$ cat src/sv/efla_pkg.sv
package efla_pkg;

  typedef enum logic [1:0] {
    MODE_FREE  = 2'd0,
    MODE_ALLOC = 2'd1,
    MODE_CLEAR = 2'd2,
    MODE_NOP   = 2'd3
  } mode_e;

  typedef enum logic [1:0] {
    ST_OK      = 2'd0,
    ST_NOFIT   = 2'd1,
    ST_OVERLAP = 2'd2,
    ST_FULL    = 2'd3
  } status_e;

  typedef enum logic [3:0] {
    S_IDLE,
    S_RD,
    S_SCAN,
    S_FREE_DEC,
    S_SHR_RD,
    S_SHR_WR,
    S_INS_WR,
    S_DROP_RD,
    S_DROP_WR,
    S_MRG_BOTH,
    S_MRG_BOTH_WR,
    S_MRG_RIGHT,
    S_MRG_LEFT,
    S_UPD_WR,
    S_DONE
  } state_e;

  localparam int unsigned ModeW   = 2;
  localparam int unsigned StatusW = 2;
  localparam int unsigned FieldW  = 32;

endpackage

$ cat src/sv/efla_if.sv
interface efla_req_if;
  import efla_pkg::*;
  logic              valid;
  logic              ready;
  logic [ModeW-1:0]  mode;
  logic [FieldW-1:0] range_start;
  logic [FieldW-1:0] range_end;
  logic [FieldW-1:0] request_size;
  modport source (output valid, mode, range_start, range_end, request_size, input ready);
  modport sink   (input valid, mode, range_start, range_end, request_size, output ready);
endinterface

interface efla_rsp_if;
  import efla_pkg::*;
  logic               valid;
  logic               ready;
  logic [StatusW-1:0] status;
  logic [FieldW-1:0]  location;
  modport source (output valid, status, location, input ready);
  modport sink   (input valid, status, location, output ready);
endinterface

$ cat src/sv/efla_ram.sv
module efla_ram #(
  parameter int unsigned Width = 32,
  parameter int unsigned Depth = 16
) (
  input  logic                     clk_i,
  input  logic                     we_i,
  input  logic [$clog2(Depth)-1:0] waddr_i,
  input  logic [Width-1:0]         wdata_i,
  input  logic [$clog2(Depth)-1:0] raddr_i,
  output logic [Width-1:0]         rdata_o
);
  logic [Width-1:0] mem_q [Depth];

  always_ff @(posedge clk_i) begin
    if (we_i) begin
      mem_q[waddr_i] <= wdata_i;
    end
    rdata_o <= mem_q[raddr_i];
  end
endmodule

$ cat src/sv/extent_free_list_allocator.sv
// First-fit extent allocator with coalescing. Keeps an address-ordered table of
// free inclusive extents in one synchronous ram (first and last bound per entry).
// Each request (free, alloc, clear) gives exactly one response. A request runs
// as a scan over the table, each entry read as an address and then its registered
// data, then, if entries must move, a shift pass that reads and writes each moved
// entry. A clear, an unused mode or a free with a reversed range goes straight from
// the taken request to S_DONE, which raises the response. The ram port is the
// limit: one read and one write per cycle. The response sits in an output register,
// and the next request is taken the cycle after it has been delivered.
module extent_free_list_allocator
  import efla_pkg::*;
#(
  parameter int unsigned MAX_EXTENTS = 16,
  parameter int unsigned ADDR_BITS   = 32
) (
  input  logic       clk_i,
  input  logic       rst_ni,
  efla_req_if.sink   req_i,
  efla_rsp_if.source rsp_o
);
  localparam int unsigned IdxW = (MAX_EXTENTS > 1) ? $clog2(MAX_EXTENTS) : 1;
  localparam int unsigned CntW = $clog2(MAX_EXTENTS + 1);
  localparam int unsigned RamW = 2 * ADDR_BITS;
  localparam logic [ADDR_BITS-1:0] AddrMax = '1;
  localparam logic [CntW-1:0] CntMax = CntW'(MAX_EXTENTS);

  state_e state_q, state_d;
  logic [CntW-1:0] count_q, count_d;
  // scan index, wide enough to hold count
  logic [CntW-1:0] pos_q, pos_d;
  // shift pointer
  logic [CntW-1:0] k_q, k_d;
  logic [ModeW-1:0] mode_q, mode_d;
  logic [ADDR_BITS-1:0] s_q, s_d, e_q, e_d, size_q, size_d;
  // last bound of the entry before pos
  logic [ADDR_BITS-1:0] prev_last_q, prev_last_d;
  logic [ADDR_BITS-1:0] hold_q, hold_d;
  logic [StatusW-1:0] status_q, status_d;
  logic [FieldW-1:0] loc_q, loc_d;
  logic rsp_valid_q, rsp_valid_d;

  // ram port
  logic             we;
  logic [IdxW-1:0]  waddr, raddr;
  logic [RamW-1:0]  wdata, rdata;
  logic [ADDR_BITS-1:0] rd_first, rd_last;

  assign rd_first = rdata[RamW-1:ADDR_BITS];
  assign rd_last  = rdata[ADDR_BITS-1:0];

  efla_ram #(.Width(RamW), .Depth(MAX_EXTENTS)) u_ram (
    .clk_i   (clk_i),
    .we_i    (we),
    .waddr_i (waddr),
    .wdata_i (wdata),
    .raddr_i (raddr),
    .rdata_o (rdata)
  );

  assign req_i.ready    = (state_q == S_IDLE) && !rsp_valid_q;
  assign rsp_o.valid    = rsp_valid_q;
  assign rsp_o.status   = status_q;
  assign rsp_o.location = loc_q;

  always_ff @(posedge clk_i or negedge rst_ni) begin
    if (!rst_ni) begin
      state_q     <= S_IDLE;
      count_q     <= '0;
      rsp_valid_q <= 1'b0;
    end else begin
      state_q     <= state_d;
      count_q     <= count_d;
      rsp_valid_q <= rsp_valid_d;
    end
  end

  always_ff @(posedge clk_i) begin
    pos_q       <= pos_d;
    k_q         <= k_d;
    mode_q      <= mode_d;
    s_q         <= s_d;
    e_q         <= e_d;
    size_q      <= size_d;
    prev_last_q <= prev_last_d;
    hold_q      <= hold_d;
    status_q    <= status_d;
    loc_q       <= loc_d;
  end

  logic left_m, right_m;
  logic [ADDR_BITS-1:0] span, sz_m1;

  always_comb begin
    state_d     = state_q;
    count_d     = count_q;
    pos_d       = pos_q;
    k_d         = k_q;
    mode_d      = mode_q;
    s_d         = s_q;
    e_d         = e_q;
    size_d      = size_q;
    prev_last_d = prev_last_q;
    hold_d      = hold_q;
    status_d    = status_q;
    loc_d       = loc_q;
    rsp_valid_d = rsp_valid_q;
    we          = 1'b0;
    waddr       = pos_q[IdxW-1:0];
    wdata       = {s_q, e_q};
    raddr       = pos_q[IdxW-1:0];
    span        = rd_last - rd_first;
    sz_m1       = size_q - ADDR_BITS'(1);
    left_m      = (pos_q != '0) && (prev_last_q != AddrMax)
                  && (prev_last_q + ADDR_BITS'(1) == s_q);
    right_m     = 1'b0;

    if (rsp_valid_q && rsp_o.ready) begin
      rsp_valid_d = 1'b0;
    end

    case (state_q)
      S_IDLE: begin
        if (req_i.valid && req_i.ready) begin
          mode_d   = req_i.mode;
          s_d      = ADDR_BITS'(req_i.range_start);
          e_d      = ADDR_BITS'(req_i.range_end);
          size_d   = ADDR_BITS'(req_i.request_size);
          pos_d    = '0;
          status_d = ST_OK;
          loc_d    = '0;
          state_d  = S_RD;
          case (mode_e'(req_i.mode))
            MODE_FREE: begin
              if (ADDR_BITS'(req_i.range_end) < ADDR_BITS'(req_i.range_start)) begin
                status_d = ST_OVERLAP;
                state_d  = S_DONE;
              end
            end
            MODE_ALLOC: ;
            MODE_CLEAR: begin
              count_d = '0;
              state_d = S_DONE;
            end
            default: state_d = S_DONE;
          endcase
        end
      end
      // issue read of entry pos
      S_RD: begin
        raddr = pos_q[IdxW-1:0];
        if (pos_q >= count_q) begin
          if (mode_q == MODE_ALLOC) begin
            status_d = ST_NOFIT;
            state_d  = S_DONE;
          end else begin
            state_d = S_FREE_DEC;
          end
        end else begin
          state_d = S_SCAN;
        end
      end
      // entry pos is on rdata
      S_SCAN: begin
        if (mode_q == MODE_ALLOC) begin
          if (size_q == '0) begin
            loc_d   = FieldW'(rd_first);
            state_d = S_DONE;
          end else if (sz_m1 <= span) begin
            loc_d = FieldW'(rd_first);
            if (sz_m1 == span) begin
              k_d     = pos_q;
              state_d = S_DROP_RD;
            end else begin
              s_d     = rd_first + size_q;
              e_d     = rd_last;
              state_d = S_UPD_WR;
            end
          end else begin
            pos_d   = pos_q + CntW'(1);
            state_d = S_RD;
          end
        end else if (rd_first <= e_q) begin
          if (rd_last >= s_q) begin
            status_d = ST_OVERLAP;
            state_d  = S_DONE;
          end else begin
            prev_last_d = rd_last;
            pos_d       = pos_q + CntW'(1);
            state_d     = S_RD;
          end
        end else begin
          // stopped before entry pos, whose bounds are in hand
          hold_d  = rd_first;
          state_d = S_FREE_DEC;
        end
      end
      S_FREE_DEC: begin
        right_m = (pos_q < count_q) && (e_q != AddrMax)
                  && (e_q + ADDR_BITS'(1) == hold_q);
        if (left_m && right_m) begin
          // read entry pos to take its last bound
          raddr   = pos_q[IdxW-1:0];
          state_d = S_MRG_BOTH;
        end else if (left_m) begin
          // previous entry grows up to e, read it for its first bound
          raddr   = IdxW'(pos_q - CntW'(1));
          state_d = S_MRG_LEFT;
        end else if (right_m) begin
          raddr   = pos_q[IdxW-1:0];
          state_d = S_MRG_RIGHT;
        end else if (count_q >= CntMax) begin
          status_d = ST_FULL;
          state_d  = S_DONE;
        end else begin
          k_d     = count_q;
          state_d = (count_q == pos_q) ? S_INS_WR : S_SHR_RD;
        end
      end
      // both sides: keep last bound of entry pos, read the previous entry
      S_MRG_BOTH: begin
        e_d     = rd_last;
        raddr   = IdxW'(pos_q - CntW'(1));
        state_d = S_MRG_BOTH_WR;
      end
      // previous entry spans up to the end of entry pos, then drop pos
      S_MRG_BOTH_WR: begin
        we      = 1'b1;
        waddr   = IdxW'(pos_q - CntW'(1));
        wdata   = {rd_first, e_q};
        k_d     = pos_q;
        state_d = S_DROP_RD;
      end
      S_MRG_RIGHT: begin
        we      = 1'b1;
        waddr   = pos_q[IdxW-1:0];
        wdata   = {s_q, rd_last};
        state_d = S_DONE;
      end
      S_MRG_LEFT: begin
        we      = 1'b1;
        waddr   = IdxW'(pos_q - CntW'(1));
        wdata   = {rd_first, e_q};
        state_d = S_DONE;
      end
      // shift right: entry k-1 moves to k, from count down to pos+1
      S_SHR_RD: begin
        raddr   = IdxW'(k_q - CntW'(1));
        state_d = S_SHR_WR;
      end
      S_SHR_WR: begin
        we      = 1'b1;
        waddr   = k_q[IdxW-1:0];
        wdata   = rdata;
        k_d     = k_q - CntW'(1);
        state_d = ((k_q - CntW'(1)) == pos_q) ? S_INS_WR : S_SHR_RD;
      end
      S_INS_WR: begin
        we      = 1'b1;
        waddr   = pos_q[IdxW-1:0];
        wdata   = {s_q, e_q};
        count_d = count_q + CntW'(1);
        state_d = S_DONE;
      end
      // drop entry k: entry k+1 moves to k until the end
      S_DROP_RD: begin
        raddr = IdxW'(k_q + CntW'(1));
        if (k_q + CntW'(1) >= count_q) begin
          count_d = count_q - CntW'(1);
          state_d = S_DONE;
        end else begin
          state_d = S_DROP_WR;
        end
      end
      S_DROP_WR: begin
        we      = 1'b1;
        waddr   = k_q[IdxW-1:0];
        wdata   = rdata;
        k_d     = k_q + CntW'(1);
        state_d = S_DROP_RD;
      end
      S_UPD_WR: begin
        we      = 1'b1;
        waddr   = pos_q[IdxW-1:0];
        wdata   = {s_q, e_q};
        state_d = S_DONE;
      end
      S_DONE: begin
        rsp_valid_d = 1'b1;
        state_d     = S_IDLE;
      end
      default: state_d = S_IDLE;
    endcase
  end

`ifndef SYNTHESIS
  a_count_bound: assert property (@(posedge clk_i) disable iff (!rst_ni)
    count_q <= CntMax) else $error("extent count exceeds capacity");
  a_no_accept_busy: assert property (@(posedge clk_i) disable iff (!rst_ni)
    (state_q != S_IDLE) |-> !req_i.ready) else $error("request taken while busy");
  a_rsp_after_done: assert property (@(posedge clk_i) disable iff (!rst_ni)
    (state_q == S_DONE) |=> rsp_valid_q) else $error("response not raised");
  a_insert_grows: assert property (@(posedge clk_i) disable iff (!rst_ni)
    (state_q == S_INS_WR) |=> (count_q == $past(count_q) + CntW'(1)))
    else $error("insert did not grow table");
`endif
endmodule
$ cat src/flat_wrapper.sv
// flat-port wrapper written by rule: the top's interface ports become plain ports
module extent_free_list_allocator_flat import efla_pkg::*;
#(
  parameter int unsigned MAX_EXTENTS = 16,
  parameter int unsigned ADDR_BITS   = 32
)
  (clk_i, rst_ni, req_i_valid, req_i_mode, req_i_range_start, req_i_range_end, req_i_request_size, req_i_ready, rsp_o_valid, rsp_o_status, rsp_o_location, rsp_o_ready);
  efla_req_if req_i_i ();
  efla_rsp_if rsp_o_i ();
  input  logic clk_i;
  input  logic rst_ni;
  input wire logic [$bits(req_i_i.valid)-1:0] req_i_valid;
  input wire logic [$bits(req_i_i.mode)-1:0] req_i_mode;
  input wire logic [$bits(req_i_i.range_start)-1:0] req_i_range_start;
  input wire logic [$bits(req_i_i.range_end)-1:0] req_i_range_end;
  input wire logic [$bits(req_i_i.request_size)-1:0] req_i_request_size;
  output wire logic [$bits(req_i_i.ready)-1:0] req_i_ready;
  output wire logic [$bits(rsp_o_i.valid)-1:0] rsp_o_valid;
  output wire logic [$bits(rsp_o_i.status)-1:0] rsp_o_status;
  output wire logic [$bits(rsp_o_i.location)-1:0] rsp_o_location;
  input wire logic [$bits(rsp_o_i.ready)-1:0] rsp_o_ready;
  assign req_i_i.valid = req_i_valid;
  assign req_i_i.mode = req_i_mode;
  assign req_i_i.range_start = req_i_range_start;
  assign req_i_i.range_end = req_i_range_end;
  assign req_i_i.request_size = req_i_request_size;
  assign req_i_ready = req_i_i.ready;
  assign rsp_o_valid = rsp_o_i.valid;
  assign rsp_o_status = rsp_o_i.status;
  assign rsp_o_location = rsp_o_i.location;
  assign rsp_o_i.ready = rsp_o_ready;
  extent_free_list_allocator #(.MAX_EXTENTS(MAX_EXTENTS), .ADDR_BITS(ADDR_BITS)) u_core (.clk_i(clk_i), .rst_ni(rst_ni), .req_i(req_i_i), .rsp_o(rsp_o_i));
endmodule
$ cat config.mk
export PLATFORM = sky130hd
export DESIGN_NAME = extent_free_list_allocator_flat
export DESIGN_NICKNAME = d
export VERILOG_FILES = /design/src/sv/efla_pkg.sv /design/src/sv/efla_if.sv /design/src/sv/efla_ram.sv /design/src/sv/extent_free_list_allocator.sv /design/src/flat_wrapper.sv
export SDC_FILE = /design/constraint.sdc
export NUM_CORES = 2
export LEC_CHECK = 0
export BUFFER_PORTS_ARGS = -buffer_cell sky130_fd_sc_hd__buf_2
export CORE_ASPECT_RATIO = 1.1
export CORE_MARGIN = 2
export CORE_UTILIZATION = 35
export DETAILED_ROUTE_END_ITERATION = 8
export GPL_TIMING_DRIVEN = 0
export PLACE_DENSITY = 0.54
export REMOVE_ABC_BUFFERS = 1
export SLEW_MARGIN = 20
export SYNTH_ARGS = -nofsm -noshare
export SYNTH_HDL_FRONTEND = slang
export SYNTH_SLANG_ARGS = --single-unit
$ cat constraint.sdc
create_clock -name clk_i -period 6.7 [get_ports clk_i]
set_input_delay 0.67 -clock clk_i [delete_from_list [all_inputs] [get_ports clk_i]]
set_output_delay 0.67 -clock clk_i [all_outputs]
set_load 0.01 [all_outputs]
==> out/metrics.cfg <==
[outcome]
outcome=completed

[die]
die_height_um=439
core-area_um2=171000
num_rows=159
io_pins=138
die_w_um=400
die_area_um2=176000
start_util=0.353

[route]
drcViolationCount=0
num_vias=42300
post_drt_wl_per_cell_um=25.5
drt_iter0_drc=4149
dr.pass1.iters=8
ant_nets=0
avgViaCountPerCell=5.69
wl_um=190000

[yosys]
yosysTopAreaCellShare=0.613
synth-edff-count=1230
ys_seq_elements=1304
yosysUniqueCellTypes=86
synthCells=4870
yosysSeqAreaShare=0.638
synth.avg_cell_area_um2=12.4
synth_ff_type=edfxtp_1
synthArstFlopShare=0.00767
synthTopCellsByArea=edfxtp_1, ha_1, nand2_1
yosysWarnings=0
synth_top_cell_by_area=edfxtp_1
syn_area_um2=60300

[layout]
drive_above_1_share=0.139
area_growth_pct=18.4
fin_area_um2=71300
fin_cells=7439
nets=5388

[power]
p_leak_uw=0.0248
total_power_uw=42000
peakVddDrop_uv=406
power_density_nw_per_um2=589

[critical_path]
end_kind=flop
cp_top_family=compound AO/OA/AOI/OAI gates
max_stage_delay_ps=470
reg2reg_slack_ps=230
path_common_cell=buf_4
path_max_fanout=5
arrival_ps=6970
worst_setup_path_start_kind=flop
r2r-start=u_core.u_ram.rdata_o[0]
required_ps=7190
worst_r2r_path_depth=30
crit_type=reg2reg
r2r_end=u_core.k_q[2]
cpMaxStageDelayCell=or3_4
cp.buffers_inverters=6

[sta]
final.setup_skew_ps=30.1
setup_viol=0
finalMaxSlewViolations=0
period_minus_slack_ps=6470
finalCritPeriodShare=0.966
hold_viol_final=0
whs_ps=56.0
max_freq_mhz=154
setup-tns-final_ps=0
slew_headroom=0.293
tightest_slew_ps=1050

[clock_network]
tritoncts=yes
cts_max_path_buffers=3
clkSlewWorstSetupHoldPaths_ps=70
htreeDepth=4
clock_latency_ps=790
cts_num_sinks=1304
ctsRootBufferMaster=clkbuf_16
numCtsBuffers=134

[placement]
dp_cells=7159
place.gp.congestion=0.899
portBuffers=137
place_area_um2=66400
hpwl_um=136000

[global_route]
overflow=0
antenna_found_initial=6
grt_pass1_vias=40300
grt_max_degree=113
grt_util_all_layers=0.212
grt_pass1_wl_um=275000

[hold_path]
hp-class=in2reg
hold_start=req_i_request_size[6]
hold_depth=1
min_to=u_core.size_q[6]

[run]
maxCapViolCount=0

## synth_stat cells (8+ instances only)
library cell  count
and3_1           23
clkbuf_1        212
a211oi_1         24
edfxtp_1       1230
nor4_1           32
buf_4             8
a21oi_1         225
dfxtp_1          64
xnor2_1          84
and4_1           11
nor2_1          167
nand3_1         186
and2_1            9
o21ai_0         383
o211ai_1         14
o31ai_1           9
nor3_1           54
nor2b_1          36
mux2_2           35
nand4_1          54
nand2_1         589
a211o_1           9
nand2b_1         34
a31oi_1         149
inv_1           168
ha_1            210
o221ai_1         68
buf_2            67
or3_1            10
o21ai_1          51
o21a_1           23
a32oi_1         126
xor2_1           88
buf_1            17
dfrtp_1          10
a21o_1           60
a32o_1          127
a22oi_1          70
## cell type report
class                           instances  area [um2]
Multi-Input combinational cell       3090       20500
Sequential cell                      1304       38500
Clock inverter                         61         668
Inverter                              168         631
Fill cell                           15700       99500
Tap cell                             2254        2820
Timing Repair Buffer                  375        4480
Clock buffer                          186        3780
Antenna cell                            1        2.50
## cell usage in the layout (no fill, tap or decap), types with 15 or more instances in the layout
cell / synthesis / routed
a211oi_1: 24 / 23
a21o_1: 60 / 60
a21oi_1: 225 / 220
a22oi_1: 70 / 70
a31oi_1: 149 / 147
a32o_1: 127 / 127
a32oi_1: 126 / 126
and3_1: 23 / 23
buf_12: 0 / 61
buf_16: 0 / 60
buf_2: 67 / 138
buf_4: 8 / 103
clkbuf_1: 212 / 33
clkbuf_16: 0 / 138
clkbuf_8: 0 / 15
clkinv_1: 0 / 18
clkinv_2: 0 / 16
dfxtp_1: 64 / 58
edfxtp_1: 1230 / 1230
ha_1: 210 / 208
inv_1: 168 / 167
mux2_2: 35 / 35
nand2_1: 589 / 585
nand2b_1: 34 / 33
nand3_1: 186 / 184
nand4_1: 54 / 54
nor2_1: 167 / 143
nor2_4: 0 / 24
nor2b_1: 36 / 36
nor3_1: 54 / 52
nor4_1: 32 / 26
o21a_1: 23 / 23
o21ai_0: 383 / 314
o21ai_1: 51 / 110
o221ai_1: 68 / 68
xnor2_1: 84 / 84
xor2_1: 88 / 88
## cell families after synthesis
kind of cell | after synthesis | synth area share
compound gates | 1412 | 0.157
xor+xnor | 172 | 0.0250
fa+ha+maj | 213 | 0.0446
buf+inv | 476 | 0.0320
flops | 1304 | 0.638
mux | 43 | 0.00789
simple gates | 1250 | 0.0956
## how the worst max path moves through the flow
stage	start	to	slack [ps]	cells past startpoint
2_1_floorplan	u_core.pos_q[2]	u_core.u_ram.rdata_o[0]	-25060	12
3_3_place_gp	u_core.pos_q[2]	u_core.u_ram.rdata_o[34]	-49100	13
3_5_place_dp	u_core.u_ram.rdata_o[33]	u_core.k_q[1]	-2550	25
4_1_cts	u_core.u_ram.rdata_o[0]	u_core.k_q[1]	40	30
5_1_grt	u_core.u_ram.rdata_o[0]	u_core.k_q[3]	-20	30
6_report	u_core.u_ram.rdata_o[0]	u_core.k_q[2]	230	30
## layer usage
metal	wire, um	vias to the layer above	global-route usage
li1	-	19200	-
met1	82500	21300	0.284
met2	90500	1520	0.348
met3	9950	304	0.0272
met4	6980	6	0.0829
met5	39	-	0
## flip-flops by register name (all words and copies together), names as in the netlist
| signal | flops |
|---|---|
| u_core.u_ram.rdata_o | 64 |
| u_core.size_q | 32 |
| u_core.k_q | 5 |
| u_core.hold_q | 32 |
| u_core.u_ram.mem_q | 1024 |
| u_core.rsp_o.location | 32 |
| u_core.prev_last_q | 32 |
| u_core.rsp_o.valid | 1 |
| u_core.count_q | 5 |
| u_core.s_q | 32 |
| u_core.rsp_o.status | 2 |
| u_core.state_q | 4 |
| u_core.e_q | 32 |
| u_core.pos_q | 5 |
| u_core.mode_q | 2 |
## metrics by stage
step           utilization  worst slack, ps
4_1_cts              0.416             38.9
2_1_floorplan            -           -25060
3_3_place_gp         0.366           -49100
6_report             0.418              225
5_1_grt              0.417            -19.7
3_5_place_dp         0.388            -2550
## what timing repair did
item	CTS	global route
endpoints found under the hold margin	10	0
hold buffers	1	0
endpoints found under the setup margin	137	113
resized for setup	40	27
pin swaps	12	7
setup buffers	17	14
## where the power goes
group / switching [uW] / total (uW) / internal (uW) / leakage [uW]
logic: 13100 / 20900 / 7780 / 0.0108
clock network: 3220 / 7650 / 4430 / 0.00217
registers: 1190 / 13500 / 12300 / 0.0118
total: 17500 / 42000 / 24500 / 0.0248
Note: power is estimated with default switching activity, not from simulation.
